### config.mk
export PLATFORM = sky130hd
export DESIGN_NAME = sd_spi_host_sequencer_flat
export DESIGN_NICKNAME = d
export VERILOG_FILES = /design/src/rtl/sdspi_pkg.sv /design/src/rtl/sdspi_req_if.sv /design/src/rtl/sdspi_res_if.sv /design/src/rtl/sd_spi_host_sequencer.sv /design/src/rtl/sdspi_step.sv /design/src/flat_wrapper.sv
export SDC_FILE = /design/constraint.sdc
export NUM_CORES = 1
export LEC_CHECK = 0
export CORE_MARGIN = 10
export CORE_UTILIZATION = 45
export CTS_CLUSTER_DIAMETER = 80
export DETAILED_ROUTE_END_ITERATION = 7
export DONT_BUFFER_PORTS = 1
export PLACE_DENSITY = 0.56
export SETUP_SLACK_MARGIN = 0.5
export SYNTH_ARGS = -nofsm -noshare
export SYNTH_HDL_FRONTEND = slang
export SYNTH_SLANG_ARGS = --single-unit
### constraint.sdc
create_clock -name clk_i -period 8.2 [get_ports clk_i]
set_clock_uncertainty 0.2 [all_clocks]
set_input_delay 1.64 -clock clk_i [delete_from_list [all_inputs] [get_ports clk_i]]
set_output_delay 1.64 -clock clk_i [all_outputs]
set_load 0.02 [all_outputs]
### src/rtl/sdspi_pkg.sv
// ----------------------------------------------------------------------------
// sdspi_pkg
// Types, phase codes and constants shared by the SD SPI host sequencer.
// ----------------------------------------------------------------------------
package sdspi_pkg;

  localparam int unsigned BlockBytes   = 512;
  localparam int unsigned IdleBytes    = 23;
  localparam int unsigned ResetRounds  = 3;

  typedef enum logic [3:0] {
    PH_IDLE   = 4'd0,
    PH_PWR    = 4'd1,
    PH_CMD    = 4'd2,
    PH_R1     = 4'd3,
    PH_R7     = 4'd4,
    PH_OCR    = 4'd5,
    PH_TOKEN  = 4'd6,
    PH_RDATA  = 4'd7,
    PH_RCRC   = 4'd8,
    PH_WTOKEN = 4'd9,
    PH_WWANT  = 4'd10,
    PH_WDATA  = 4'd11,
    PH_DRESP  = 4'd12,
    PH_BUSY   = 4'd13,
    PH_R2TAIL = 4'd14
  } phase_e;

  typedef enum logic [2:0] {
    REQ_INIT  = 3'd0,
    REQ_READ  = 3'd1,
    REQ_WRITE = 3'd2,
    REQ_RXB   = 3'd3,
    REQ_WDATA = 3'd4
  } req_e;

  typedef enum logic [2:0] {
    ERR_NONE     = 3'd0,
    ERR_TIMEOUT  = 3'd1,
    ERR_V1       = 3'd2,
    ERR_BAD_R7   = 3'd3,
    ERR_INIT_TO  = 3'd4,
    ERR_STD_CAP  = 3'd5,
    ERR_WREJECT  = 3'd6
  } err_e;

  localparam logic [5:0] CMD0  = 6'd0;
  localparam logic [5:0] CMD8  = 6'd8;
  localparam logic [5:0] CMD13 = 6'd13;
  localparam logic [5:0] CMD17 = 6'd17;
  localparam logic [5:0] CMD24 = 6'd24;
  localparam logic [5:0] CMD41 = 6'd41;
  localparam logic [5:0] CMD55 = 6'd55;
  localparam logic [5:0] CMD58 = 6'd58;

  typedef struct packed {
    logic [2:0]  req_type;
    logic [31:0] block_index;
    logic [7:0]  byte_value;
  } req_t;

  typedef struct packed {
    logic       tx_valid;
    logic [7:0] tx_byte;
    logic       chip_select_active;
    logic       want_write_byte;
    logic       read_valid;
    logic [7:0] read_byte;
    logic       read_last;
    logic       done_res;
    logic       error;
    logic [2:0] error_code;
    logic       busy_res;
  } res_t;

  // Sequencer state carried from one word to the next
  typedef struct packed {
    phase_e      phase;
    logic [9:0]  byte_count;
    logic [15:0] retry_count;
    logic [15:0] acmd_count;
    logic [31:0] response_word;
    logic [1:0]  power_round;
    logic [47:0] command_frame;
  } seq_t;

endpackage

### src/rtl/sdspi_req_if.sv
// ----------------------------------------------------------------------------
// sdspi_req_if
// Request channel: valid/ready handshake with request word payload.
// ----------------------------------------------------------------------------
interface sdspi_req_if;
  import sdspi_pkg::*;
  logic valid;
  logic ready;
  req_t data;
  modport source (output valid, output data, input ready);
  modport sink   (input valid, input data, output ready);
endinterface

### src/rtl/sdspi_res_if.sv
// ----------------------------------------------------------------------------
// sdspi_res_if
// Result channel: valid/ready handshake with result word payload.
// ----------------------------------------------------------------------------
interface sdspi_res_if;
  import sdspi_pkg::*;
  logic valid;
  logic ready;
  res_t data;
  modport source (output valid, output data, input ready);
  modport sink   (input valid, input data, output ready);
endinterface

### src/rtl/sd_spi_host_sequencer.sv
// ----------------------------------------------------------------------------
// sd_spi_host_sequencer
// SD card SPI-mode host: init, block read and block write, one result word
// per request word.
//
//   channel   dir  payload
//   req       in   req_type, block_index, byte_value
//   res       out  tx_valid .. busy_res
//   cfg       in   max_retries (write only)
//
// Each request word is decided combinationally; its result sits in the output
// register the next cycle. A new word is taken every cycle while the output
// register is empty or being drained, so throughput is one word a cycle.
// Reset returns the sequencer to idle with max_retries at 0xFFFF.
// A stalled result holds the input side; nothing is dropped.
// ----------------------------------------------------------------------------
module sd_spi_host_sequencer (
  input  logic        clk_i,
  input  logic        rst_ni,
  sdspi_req_if.sink   req,
  sdspi_res_if.source res,
  input  logic        cfg_we_i,
  input  logic [15:0] cfg_wdata_i
);
  import sdspi_pkg::*;

  seq_t        st_q, st_d;
  res_t        res_q, res_d;
  logic        vld_q;
  logic [15:0] max_retries_q;
  logic        take;

  assign req.ready = !vld_q || res.ready;
  assign take = req.valid && req.ready;

  sdspi_step u_step (
    .st_i          (st_q),
    .req_i         (req.data),
    .max_retries_i (max_retries_q),
    .st_o          (st_d),
    .res_o         (res_d)
  );

  // Hold the retry limit
  always_ff @(posedge clk_i or negedge rst_ni) begin
    if (!rst_ni) max_retries_q <= 16'hFFFF;
    else if (cfg_we_i) max_retries_q <= cfg_wdata_i;
  end

  // Advance the state on each accepted word
  always_ff @(posedge clk_i or negedge rst_ni) begin
    if (!rst_ni) begin
      st_q <= '{phase: PH_IDLE, default: '0};
      vld_q <= 1'b0;
    end else begin
      if (take) st_q <= st_d;
      if (take) vld_q <= 1'b1;
      else if (res.ready) vld_q <= 1'b0;
    end
  end

  // Output register
  always_ff @(posedge clk_i) begin
    if (take) res_q <= res_d;
  end

  assign res.valid = vld_q;
  assign res.data = res_q;

`ifndef SYNTHESIS
  a_err_idle: assert property (@(posedge clk_i) disable iff (!rst_ni)
    take && (res_d.error || res_d.done_res) |=> st_q.phase == PH_IDLE)
    else $error("finish did not return to idle");
  a_busy_match: assert property (@(posedge clk_i) disable iff (!rst_ni)
    take |=> res_q.busy_res == (st_q.phase != PH_IDLE))
    else $error("busy flag out of step with phase");
  a_hold: assert property (@(posedge clk_i) disable iff (!rst_ni)
    !take |=> $stable(st_q))
    else $error("state moved without a word");
`endif

endmodule

### src/rtl/sdspi_step.sv
// ----------------------------------------------------------------------------
// sdspi_step
// Next-state and result logic for one request word.
// ----------------------------------------------------------------------------
module sdspi_step (
  input  sdspi_pkg::seq_t st_i,
  input  sdspi_pkg::req_t req_i,
  input  logic [15:0]     max_retries_i,
  output sdspi_pkg::seq_t st_o,
  output sdspi_pkg::res_t res_o
);
  import sdspi_pkg::*;

  always_comb begin
    seq_t        s;
    res_t        r;
    logic [7:0]  v;
    logic [9:0]  bc;
    logic [15:0] rc;
    logic [15:0] ac;
    logic [31:0] rw;
    logic [1:0]  pr;
    logic [5:0]  idx;
    logic [5:0]  ncmd;
    logic [31:0] narg;
    logic [7:0]  ncrc;
    logic        do_cmd;
    logic [2:0]  fcode;
    logic        fin;

    s = st_i;
    r = '0;
    r.tx_byte = 8'hFF;
    v = req_i.byte_value;
    do_cmd = 1'b0;
    ncmd = CMD0;
    narg = '0;
    ncrc = 8'h01;
    fin = 1'b0;
    fcode = ERR_NONE;
    bc = st_i.byte_count + 10'd1;
    rc = st_i.retry_count + 16'd1;
    ac = st_i.acmd_count + 16'd1;
    rw = {st_i.response_word[23:0], v};
    pr = st_i.power_round + 2'd1;
    idx = st_i.command_frame[45:40];

    if (st_i.phase == PH_IDLE) begin
      if (req_i.req_type == REQ_INIT) begin
        s.power_round = '0;
        s.byte_count = '0;
        s.phase = PH_PWR;
        r.tx_valid = 1'b1;
      end else if (req_i.req_type == REQ_READ || req_i.req_type == REQ_WRITE) begin
        do_cmd = 1'b1;
        ncmd = (req_i.req_type == REQ_READ) ? CMD17 : CMD24;
        narg = req_i.block_index;
      end
    end else if (req_i.req_type == REQ_RXB && st_i.phase != PH_WWANT) begin
      case (st_i.phase)
        PH_PWR: begin
          s.byte_count = bc;
          if (bc < 10'(IdleBytes)) r.tx_valid = 1'b1;
          else begin
            do_cmd = 1'b1; ncmd = CMD0; ncrc = 8'h95;
          end
        end
        PH_CMD: begin
          s.byte_count = bc;
          if (bc < 10'd6) begin
            r.tx_valid = 1'b1;
            case (bc[2:0])
              3'd1:    r.tx_byte = st_i.command_frame[39:32];
              3'd2:    r.tx_byte = st_i.command_frame[31:24];
              3'd3:    r.tx_byte = st_i.command_frame[23:16];
              3'd4:    r.tx_byte = st_i.command_frame[15:8];
              default: r.tx_byte = st_i.command_frame[7:0];
            endcase
          end else begin
            s.phase = PH_R1; s.retry_count = '0; r.tx_valid = 1'b1;
          end
        end
        PH_R1: begin
          if (v[7]) begin
            s.retry_count = rc;
            if (rc >= max_retries_i) begin fin = 1'b1; fcode = ERR_TIMEOUT; end
            else r.tx_valid = 1'b1;
          end else begin
            case (idx)
              CMD0: begin
                s.power_round = pr;
                if (pr < 2'(ResetRounds)) begin
                  s.phase = PH_PWR; s.byte_count = '0; r.tx_valid = 1'b1;
                end else begin
                  do_cmd = 1'b1; ncmd = CMD8; narg = 32'h1AA; ncrc = 8'h87;
                end
              end
              CMD8: begin
                if (v[2]) begin fin = 1'b1; fcode = ERR_V1; end
                else begin
                  s.phase = PH_R7; s.byte_count = '0; s.response_word = '0;
                  r.tx_valid = 1'b1;
                end
              end
              CMD55: begin
                do_cmd = 1'b1; ncmd = CMD41; narg = 32'h4000_0000;
              end
              CMD41: begin
                s.acmd_count = ac;
                if (v[0]) begin
                  if (ac >= max_retries_i) begin fin = 1'b1; fcode = ERR_INIT_TO; end
                  else begin do_cmd = 1'b1; ncmd = CMD55; end
                end else begin
                  do_cmd = 1'b1; ncmd = CMD58;
                end
              end
              CMD58: begin
                s.phase = PH_OCR; s.byte_count = '0; s.response_word = '0;
                r.tx_valid = 1'b1;
              end
              CMD17: begin
                s.phase = PH_TOKEN; s.retry_count = '0; r.tx_valid = 1'b1;
              end
              CMD24: begin
                s.phase = PH_WTOKEN; r.tx_valid = 1'b1; r.tx_byte = 8'hFE;
              end
              CMD13: begin
                s.phase = PH_R2TAIL; r.tx_valid = 1'b1;
              end
              default: begin fin = 1'b1; fcode = ERR_TIMEOUT; end
            endcase
          end
        end
        PH_R7, PH_OCR: begin
          s.response_word = rw;
          s.byte_count = bc;
          if (bc < 10'd4) r.tx_valid = 1'b1;
          else if (st_i.phase == PH_R7) begin
            if (rw[11:8] != 4'd1 || rw[7:0] != 8'hAA) begin
              fin = 1'b1; fcode = ERR_BAD_R7;
            end else begin
              s.acmd_count = '0; do_cmd = 1'b1; ncmd = CMD55;
            end
          end else begin
            fin = 1'b1;
            fcode = rw[30] ? ERR_NONE : ERR_STD_CAP;
          end
        end
        PH_TOKEN: begin
          if (v == 8'hFE) begin
            s.phase = PH_RDATA; s.byte_count = '0; r.tx_valid = 1'b1;
          end else begin
            s.retry_count = rc;
            if (rc >= max_retries_i) begin fin = 1'b1; fcode = ERR_TIMEOUT; end
            else r.tx_valid = 1'b1;
          end
        end
        PH_RDATA: begin
          r.read_valid = 1'b1;
          r.read_byte = v;
          s.byte_count = bc;
          if (st_i.byte_count == 10'(BlockBytes - 1)) begin
            r.read_last = 1'b1; s.phase = PH_RCRC; s.byte_count = '0;
          end
          r.tx_valid = 1'b1;
        end
        PH_RCRC: begin
          s.byte_count = bc;
          if (bc < 10'd2) r.tx_valid = 1'b1;
          else fin = 1'b1;
        end
        PH_WTOKEN: begin
          s.phase = PH_WWANT; s.byte_count = '0; r.want_write_byte = 1'b1;
        end
        PH_WDATA: begin
          s.byte_count = bc;
          if (st_i.byte_count != 10'(BlockBytes - 1)) begin
            s.phase = PH_WWANT; r.want_write_byte = 1'b1;
          end else begin
            s.phase = PH_DRESP; s.retry_count = '0; r.tx_valid = 1'b1;
          end
        end
        PH_DRESP: begin
          if (v[4]) begin
            s.retry_count = rc;
            if (rc >= max_retries_i) begin fin = 1'b1; fcode = ERR_TIMEOUT; end
            else r.tx_valid = 1'b1;
          end else begin
            s.response_word = {24'd0, v}; s.phase = PH_BUSY; r.tx_valid = 1'b1;
          end
        end
        PH_BUSY: begin
          if (v != 8'hFF) r.tx_valid = 1'b1;
          else if (st_i.response_word[3:1] == 3'b010) fin = 1'b1;
          else begin do_cmd = 1'b1; ncmd = CMD13; end
        end
        PH_R2TAIL: begin fin = 1'b1; fcode = ERR_WREJECT; end
        default: ;
      endcase
    end else if (req_i.req_type == REQ_WDATA && st_i.phase == PH_WWANT) begin
      s.phase = PH_WDATA;
      r.tx_valid = 1'b1;
      r.tx_byte = v;
    end

    // Launch a command frame: first byte goes out now
    if (do_cmd) begin
      s.command_frame = {2'b01, ncmd, narg, ncrc};
      s.byte_count = '0;
      s.phase = PH_CMD;
      r.tx_valid = 1'b1;
      r.tx_byte = {2'b01, ncmd};
    end

    // End the operation
    if (fin) begin
      s.phase = PH_IDLE;
      r.tx_valid = 1'b0;
      r.tx_byte = 8'hFF;
      if (fcode != ERR_NONE) begin
        r.error = 1'b1; r.error_code = fcode;
      end else r.done_res = 1'b1;
    end

    r.busy_res = (s.phase != PH_IDLE);
    r.chip_select_active = (s.phase != PH_IDLE) && (s.phase != PH_PWR);
    st_o = s;
    res_o = r;
  end

endmodule
### src/flat_wrapper.sv
// flat-port wrapper written by rule: the top's interface ports become plain ports
module sd_spi_host_sequencer_flat import sdspi_pkg::*;
  (clk_i, rst_ni, cfg_we_i, cfg_wdata_i, req_valid, req_data, req_ready, res_valid, res_data, res_ready);
  sdspi_req_if req_i ();
  sdspi_res_if res_i ();
  input  logic clk_i;
  input  logic rst_ni;
  input  logic cfg_we_i;
  input  logic [15:0] cfg_wdata_i;
  input wire logic [$bits(req_i.valid)-1:0] req_valid;
  input wire logic [$bits(req_i.data)-1:0] req_data;
  output wire logic [$bits(req_i.ready)-1:0] req_ready;
  output wire logic [$bits(res_i.valid)-1:0] res_valid;
  output wire logic [$bits(res_i.data)-1:0] res_data;
  input wire logic [$bits(res_i.ready)-1:0] res_ready;
  assign req_i.valid = req_valid;
  assign req_i.data = req_data;
  assign req_ready = req_i.ready;
  assign res_valid = res_i.valid;
  assign res_data = res_i.data;
  assign res_i.ready = res_ready;
  sd_spi_host_sequencer u_core (.clk_i(clk_i), .rst_ni(rst_ni), .req(req_i), .res(res_i), .cfg_we_i(cfg_we_i), .cfg_wdata_i(cfg_wdata_i));
endmodule
=== Word level (Yosys, flattened, before mapping) ===
Cells that the tools add are included.

* $add $sub $neg: 4
* $lt $le $gt $ge: 7
* Equality and inequality tests: 59
* Muxes and demuxes: 151
* Bitwise operators: 3
* Reduce and logical (&&, ||, !) cells: 37

{| class="wikitable"
|+ Operators with widths
! cell !! number
|-
| $mux 16 || 10
|-
| $mux 32 || 5
|-
| $mux 14 || 8
|-
| $pmux 32 s3 || 1
|-
| $mux 31 || 3
|-
| $pmux 16 s5 || 1
|-
| $mux 76 || 1
|-
| $mux 8 || 8
|-
| $pmux 32 s2 || 1
|-
| $pmux 31 s2 || 1
|-
| $mux 1 || 50
|-
| $mux 50 || 1
|-
| $pmux 10 s5 || 1
|-
| $mux 6 || 8
|-
| $mux 4 || 10
|-
| $mux 9 || 4
|-
| $pmux 6 s3 || 2
|-
| $mux 3 || 11
|-
| $add 16x1->16 const B || 2
|-
| $ge 16x16->1 || 2
|-
| $pmux 16 s2 || 1
|-
| $pmux 8 s2 || 2
|-
| $pmux 8 s4 || 1
|-
| $pmux 10 s3 || 1
|-
| other kinds (61) || 126
|}

* Register bits: 170
* Output and inout port bits: 29

=== Longest topological paths before layout ===
Gate-level depths: netlist (run 1).

* Word-level depth: 13
* Mapped depth: 20
* Gate-level depth less buffers: 17

=== Cells and area by module ===
Synthesis (run 1) repeated with hierarchy kept, for this count alone.

* Cells, all modules: 1269
* Area total of the unflattened synthesis: 12326.8 sq um

{| class="wikitable"
|+ By module, submodules not included
! module !! instances !! cells each !! area an instance (sq um) !! seq. area each (sq um)
|-
| sd_spi_host_sequencer || 1 || 335 || 6742.7 || 4459.3
|-
| sdspi_step || 1 || 934 || 5584.1 || 0.0
|}

=== Worst setup path before layout (run 1) ===
No wires, ideal clock.

* Path type: register -> register
* Start point: register u_core.st_q[82] (netlist bit)
* End point: register u_core.res_q (netlist bit u_core.res.data[0]) (data pin)
* Library setup time: 0.146 ns
* Data arrival time: 3.754 ns
* Path slack: 4.100 ns
* Cell stages (with the launch flop): 20
* Buffers on the path: 2
* Clock period less this slack: 4.100 ns
* Cells stage by stage: dfrtp_1 -> and3_1 -> nand3_1 -> nor2_1 -> and3_1 -> clkbuf_1 -> and3_1 -> nand3_1 -> xor2_1 -> inv_1 -> ha_1 -> nand4_1 -> nor3_1 -> o2111ai_1 -> nand4_1 -> a41oi_4 -> or2_1 -> buf_4 -> or3_4 -> a21oi_1

{| class="wikitable"
|+ RTL lines
! item !! RTL line !! text
|-
| start: declaration || sd_spi_host_sequencer.sv:27 || <nowiki>seq_t st_q, st_d;</nowiki>
|-
| start signal: assignment || sd_spi_host_sequencer.sv:56 || <nowiki>if (take) st_q <= st_d;</nowiki>
|-
| end signal: assignment || sd_spi_host_sequencer.sv:64 || <nowiki>if (take) res_q <= res_d;</nowiki>
|-
| end: declaration || sd_spi_host_sequencer.sv:28 || <nowiki>res_t res_q, res_d;</nowiki>
|}

=== Worst setup path in the final report (run 1) ===
* Start point: register u_core.st_q[82] (netlist bit)
* End point: register u_core.st_q[121] (netlist bit)

* Cells in the longest elaborated chain, start to end: 11
* Elaborated cells between the ends (all ways): 19
* Those cells by class: add/sub: 1; order compare: 1; eq/ne: 6; mux: 8; reduce/logical: 3

{| class="wikitable"
|+ Ends and longest elaborated chain
! item !! RTL line !! text
|-
| $add 16x1->16 * || sdspi_step.sv:43 || <nowiki>ac = st_i.acmd_count + 16'd1;</nowiki>
|-
| $ge 16x16->1 * || sdspi_step.sv:111 || <nowiki>if (ac >= max_retries_i) begin fin = 1'b1; fcode = ERR_INIT_TO; end</nowiki>
|-
| $mux 1 * || sdspi_step.sv:111 ||
|-
| $mux 1 * || sdspi_step.sv:110 || <nowiki>if (v[0]) begin</nowiki>
|-
| $pmux 1 s3 * || sdspi_step.sv:89 || <nowiki>case (idx)</nowiki>
|-
| $mux 1 * || sdspi_step.sv:84 || <nowiki>if (v[7]) begin</nowiki>
|-
| $pmux 1 s4 * || sdspi_step.sv:60 || <nowiki>case (st_i.phase)</nowiki>
|-
| $mux 1 * || sdspi_step.sv:59 || <nowiki>end else if (req_i.req_type == REQ_RXB && st_i.phase != PH_WWANT) begin</nowiki>
|-
| $mux 1 * || sdspi_step.sv:48 || <nowiki>if (st_i.phase == PH_IDLE) begin</nowiki>
|-
| $ne 6x3->1 (no line), or another cell as far along || -- ||
|-
| $reduce_and 9->1 (no line) || -- ||
|}

Every way passes the cells marked *; elsewhere a longest branch is shown, timed or not.
A chain may end at the register's enable or synchronous reset.

==> results.cfg, run 1 <==
[timing]
fin_crit_sh_pct = 60.5
final-max-slew-violation-count = 0
worst_slew_pin_slew_ns = 1.28
hold_viol_final = 0
timing.setup.tns_ns = 0
slew_headroom_pct = 14.1
fmaxAchievable_mhz = 202
setup_violations = 0
final.min_clock_period_ns = 4.96
rsz0062_at_grt = false

[setup_path]
critPathLaunch = u_core.st_q[82]
regToRegStartpoint = u_core.st_q[82]
timing.rr.end = u_core.st_q[121]
path_class = reg -> reg
cp_max_fo = 14
end_kind = flop
rrSetupSlack_ns = 3.24
cp.arrival_ns = 5.10
worst_setup_path_start_kind = flop
r2r_cells = 17
cp_data_required_time_ns = 8.34

[detailed_routing]
antenna_left = 0
dr.pass1.iters = 5
drc = 0
wire_per_inst_um = 20.0
drt_iter0_markers = 605
viasPerCell = 5.92
finalWirelength_um = 24900
vias = 7342

[placement]
detailed_place.area_um2 = 8960
numPortBuffers = 0
globalplace.congestion = 0.955
dp_hpwl_um = 18200

[synthesis]
syn_inst = 991
ys_types = 80
yosysTopAreaCell = dfrtp_1
ys_seq_elements = 141
synth_area_leaders = dfrtp_1, edfxtp_1, ha_1
synth_area_um2 = 8770
synthAdderAreaFrac_pct = 5.84
synth-compound-area-share_pct = 23.0
yosysMostFrequentCell = nand2_1
async_flop_share_pct = 80.9
synthSimpleGateAreaFrac_pct = 20.8
synth-xor-area-share_pct = 3.10
synth_top_family_by_area = compound AO/OA/AOI/OAI gates
yosys_warnings = 0
yosysTopAreaCellShare_pct = 28.0
synth_common_cells = nand2_1, dfrtp_1, o21ai_0
synth_edf_count = 27
syn_area_per_cell_um2 = 8.85
syn_nets = 1095
synth_flop_cell = dfrtp_1
synth_mux_area_share_pct = 0.642
ys_seq_area_share_pct = 42.0

[clocking]
cts_tree = done
post_cts.repair.setup_buffers = 0
worstSkewPairLatency_ns = 0.42
postCtsResizedCells = 0
cts_buffers = 17
cts_hold_buf = 0
htree_levels = 4
clkTransAtPathRegs_ns = 0.07
cts_root_buffer = clkbuf_16
clkSinkCount = 141
cts.path.max_buffers = 2

[die]
die_w_um = 160
rows = 50
coreArea_um2 = 19000
dieArea_um2 = 25500
die-height_um = 160
start_util_pct = 46.2
pin_count = 93

[final_layout]
nNetsFinal = 1071
multi_input_area_um2 = 4690
antenna_cells = 0
n_fill_cell = 1782
area_growth_pct = 9.41
drive_gt1_share_pct = 8.57
seq_area_um2 = 3680
design_area_um2 = 9590

[global_route]
grt_max_degree = 115
grt_pass1_vias = 7030
grt_overflow_total = 0
grt_pass1_wl_um = 40000
antenna_found_initial = 0
grt_usage_pct = 19.5

[flow_run]
cap_viol_max_count = 0

[worst_hold_path]
hold_end = u_core.st_q[26]
min_path_cells = 2
hp-start = u_core.st_q[26]
hold_path.class = reg -> reg

[run_status]
status = completed

[power_and_ir_drop]
powerDensity_nw_per_um2 = 239
power.leakage_nw = 4.05
vdd_drop_max_mv = 0.142
==> registers in the layout, summed over array words and instances, names as in the netlist <==
signal and cells:
u_core.st_q 97, u_core.max_retries_q 16, u_core.res.valid 1, u_core.res.data 27
==> power by group <==
group          internal [mW]  total [mW]  switching [mW]
logic                  0.201       0.530           0.329
registers              0.835       0.940           0.105
clock network          0.502       0.822           0.320
==> routing by layer <==
metal | part of all wire (%) | GRT usage (%)
met2 | 43 | 27.9
met4 | 2.1 | 5.86
met1 | 47 | 27.8
met3 | 7.5 | 5.45
met5 | 0 | 0
==> metrics by stage <==
stage	setup WS (ns)	total power, mW	cells	hold slack, ns	util (%)
floorplan	4.10	1.33	991	0.236	-
global placement	3.44	1.47	1208	0.249	47.3
detailed placement	3.27	1.47	1208	0.258	47.3
CTS	3.26	2.30	1240	0.272	50.6
global route	2.65	2.42	1240	0.305	50.6
finish	3.24	2.29	1240	0.273	50.6
==> cells by family (layout without fill, tap and decap cells) <==
group	count (synthesis)	in the layout
multiplexers	5	5
flip-flops	141	141
XOR/XNOR	31	31
AND/OR/NAND/NOR	375	375
AO/OA/AOI/OAI	297	297
buffers and inverters	101	90
adder cells (fa/ha/maj)	41	41
==> layout by cell type, fill, tap and decap left out, drive strengths merged, types with 18 or more instances in the layout <==
cell type  count
nand2        126
dfrtp         98
o21ai         93
nor2          73
nand3         57
a21oi         55
inv           50
ha            40
a22o          35
edfxtp        27
nand2b        26
nor3          20
xor2          18
clkbuf        18
==> worst max-delay path by stage <==
stage | to | slack [ns] | cells past startpoint
finish | u_core.st_q[121] | 3.24 | 17
detailed placement | u_core.st_q[121] | 3.27 | 16
CTS | u_core.st_q[121] | 3.26 | 17
global route | u_core.st_q[121] | 2.65 | 17
floorplan | u_core.res.data[0] | 4.10 | 19
global placement | u_core.st_q[51] | 3.44 | 7
==> critical path, cell delays in order (launching register included) <==
cell	delay, ns
dfrtp_1	0.41
and3_1	0.18
nand3_1	0.15
nor2_1	0.26
and3_1	0.29
and3_1	0.26
nand3_1	0.11
xor2_1	0.17
inv_1	0.06
ha_1	0.31
nand4_1	0.11
nor3_1	0.28
o2111ai_1	0.19
nand4_1	0.26
a41oi_4	0.18
nor4b_2	1.01
o21ai_0	0.22
a31oi_1	0.22
==> cell type report <==
cell class                 count  area share, %
multi-input combinational    749           48.9
sequential                   141           38.4
clock buffer                  18           4.70
tap                          260           3.39
clock inverter                14           1.85
inverter                      46           1.80
timing repair buffer          12          0.939
(Power assumes the default switching activity.)
==> inputs of run 2 (changes only) <==
--- a/config.mk
+++ b/config.mk
@@ -5,6 +5,7 @@
 export SDC_FILE = /design/constraint.sdc
 export NUM_CORES = 1
 export LEC_CHECK = 0
+export ABC_AREA = 1
 export CORE_MARGIN = 10
 export CORE_UTILIZATION = 45
 export CTS_CLUSTER_DIAMETER = 80
==> constraint.sdc (replaced) <==
create_clock -name clk_i -period 5 [get_ports clk_i]
set_clock_uncertainty 0.2 [all_clocks]
set_input_delay 1 -clock clk_i [delete_from_list [all_inputs] [get_ports clk_i]]
set_output_delay 1 -clock clk_i [all_outputs]
set_load 0.02 [all_outputs]
==> run 2 against run 1 <==
Effect of this change:
- count of clock-buffer cells in the layout is 1 lower
- largest power group unchanged
- critical path type unchanged
- global-route usage up 0.14 points
- routed wire length rose by 3.4%
- first-iteration DRC count is 2.8% higher
- combinational power rose to 3.1 times the previous value
- synthesized cell count up 18%
- core utilization rose by 0.20 points
- sequential power grew 82%
==> results.cfg, run 2 <==
[die]
start_util_pct = 46.0
coreArea_um2 = 19500
pin_count = 93
die-height_um = 161
dieArea_um2 = 26000
rows = 51
die_w_um = 161

[setup_path]
crit_end = u_core.res.data[0]
critical_path_depth = 22
end_kind = flop
crit_buf_inv = 2
path_class = reg -> reg
cp.arrival_ns = 4.09
cp_data_required_time_ns = 4.97
worst_setup_path_start_kind = flop
cpMostUsedCell = nand2_1
cp_slowest_cell = dfrtp_1
rrSetupSlack_ns = 0.88
cp_max_fo = 10
crit_family = simple AND/OR/NAND/NOR gates
slowest_delay_ns = 0.41
regToRegStartpoint = u_core.st_q[82]
r2r_cells = 22
cp_cell_sequence = ha_1 > nand2_1 > nor2_1 > nand3_1 > nor2_1 > nand3_1 > nor4_1 > xor2_1 > inv_1 > ha_1 > nand2_1 > o21ai_0 > a21oi_1 > nand3_1 > nand2_1 > inv_1 > nand2_1 > nor2_4 > o21ai_4 > nor2_1 > nand2_1 > nand3_1
critPathLaunch = u_core.st_q[82]
timing.rr.end = u_core.res.data[0]

[synthesis]
synth_area_um2 = 8980
syn_area_per_cell_um2 = 7.70
syn_nets = 1270
synth_common_cells = nand2_1, inv_1, nor2_1
yosysMostFrequentCell = nand2_1
yosysTopAreaCell = dfrtp_1
async_flop_share_pct = 80.9
syn_inst = 1166
yosysTopAreaCellShare_pct = 27.3
synth_edf_count = 27
yosys_warnings = 0
ys_types = 57
synth_flop_cell = dfrtp_1
ys_seq_area_share_pct = 41.0
synth_area_leaders = dfrtp_1, nand2_1, edfxtp_1
ys_seq_elements = 141

[detailed_routing]
wire_per_inst_um = 17.7
antenna_left = 0
finalWirelength_um = 25700
vias = 7734
viasPerCell = 5.33
drt_iter0_markers = 622
drc = 0
dr.pass1.iters = 6

[placement]
dp_hpwl_um = 19100
globalplace.congestion = 0.977
dp_cells = 1409
numPortBuffers = 0

[clocking]
clkSinkCount = 141
clkTransAtPathRegs_ns = 0.07
cts_root_buffer = clkbuf_16
worstSkewPairLatency_ns = 0.44
cts.path.max_buffers = 2
cts_buffers = 17
cts_tree = done
htree_levels = 4

[power_and_ir_drop]
p_int_mw = 2.79
power.leakage_nw = 4.76
swShare_pct = 40.1
p_switching_mw = 1.87
comb_power_share_pct = 35.2
power_frac_clock_pct = 28.3
powerDensity_nw_per_um2 = 470
seqPwrFrac_pct = 36.6
vdd_drop_max_mv = 0.271

[final_layout]
most-common-layout-cells = nand2_1, inv_1, nor2_1, nand3_1, dfrtp_1
drive_gt1_share_pct = 9.79
final_common_cell = nand2_1
largest_register_ffs = 97
fin_cells = 1450
area_growth_pct = 10.4
top_register = u_core.st_q
nNetsFinal = 1276
antenna_cells = 0
postLayoutCoreUtil_pct = 50.8

[global_route]
grt_pass1_vias = 7477
grt_usage_pct = 19.6
grt_overflow_total = 0
antenna_found_initial = 0
grt_pass1_wl_um = 40900
grt_max_degree = 115

[timing]
worst_slew_pin_slew_ns = 1.18
setup_violations = 0
holdWs_ns = 0.0575
slew_headroom_pct = 20.9
fmaxAchievable_mhz = 242
timing.setup.tns_ns = 0
hold_viol_final = 0
fin_crit_sh_pct = 82.5
final-max-slew-violation-count = 0
final.min_clock_period_ns = 4.12
rsz0062_at_grt = false

[worst_hold_path]
hold_path.class = in -> async

[flow_run]
cap_viol_max_count = 0

[run_status]
status = completed
-- run 2: worst min-delay path by stage --
stage	startpoint	to	slack [ns]	depth (start not counted)
after detailed placement	u_core.st_q[0]	u_core.st_q[0]	0.25	2
after CTS	rst_ni	u_core.st_q[86]	0.04	0
after floorplan	u_core.st_q[0]	u_core.st_q[0]	0.22	2
after global routing	rst_ni	u_core.st_q[85]	0.04	0
final	rst_ni	u_core.st_q[86]	0.06	0
after global placement	u_core.st_q[0]	u_core.st_q[0]	0.24	2
-- run 2: power groups by stage --
stage	Combinational (mW)	Clock [mW]	Sequential, mW
after CTS	1.61	1.34	1.71
after global routing	1.87	1.39	1.74
after detailed placement	1.60	0	1.72
after global placement	1.58	0	1.72
after floorplan	1.23	0	1.67
final	1.64	1.32	1.71
-- run 2: worst reg2reg max path: stages (launching register included) --
cell and delay (ns):
dfrtp_1 0.41, ha_1 0.21, nand2_1 0.07, nor2_1 0.16
nand3_1 0.14, nor2_1 0.18, nand3_1 0.15, nor4_1 0.26
xor2_1 0.24, inv_1 0.08, ha_1 0.29, nand2_1 0.10
o21ai_0 0.09, a21oi_1 0.22, nand3_1 0.12, nand2_1 0.10
inv_1 0.05, nand2_1 0.09, nor2_4 0.06, o21ai_4 0.30
nor2_1 0.16, nand2_1 0.09, nand3_1 0.08
-- run 2: cells by family (layout without fill, tap and decap cells) --
family | after synthesis | after routing | synth area share (%)
XOR/XNOR | 28 | 28 | 2.73
AND/OR/NAND/NOR | 532 | 533 | 26.9
AO/OA/AOI/OAI | 203 | 203 | 14.0
flip-flops | 141 | 141 | 41.0
multiplexers | 1 | 1 | 0.125
buffers and inverters | 221 | 239 | 9.65
adder cells (fa/ha/maj) | 40 | 40 | 5.57
-- run 2: per-stage QoR --
stage	power (mW)	setup slack [ns]	instance area [µm²]
finish	4.66	0.875	9920
detailed placement	3.32	0.677	9210
global placement	3.31	0.713	9210
global route	5.00	0.548	9920
floorplan	2.90	1.36	8980
CTS	4.65	0.642	9810
-- run 2: what timing repair did --
action / in CTS / in global routing
endpoints found under the setup margin: 0 / 67
hold buffers: 0 / 0
buffers inserted: 0 / 8
resized for setup: 0 / 7
-- run 2: layout make-up --
type,count,area (µm²)
Inverter,195,734
Multi-Input combinational cell,805,4470
Timing Repair Buffer,12,93.8
Clock inverter,15,175
Fill cell,1941,9610
Sequential cell,141,3680
Clock buffer,17,425
Tap cell,265,332
-- run 2: routing by layer --
metal,routed length (µm),GRT usage (%),part of all wire [%]
met5,0,0,0
met1,12800,28.5,50
met2,10700,28.3,42
met3,1830,4.60,7.1
met4,389,5.71,1.5
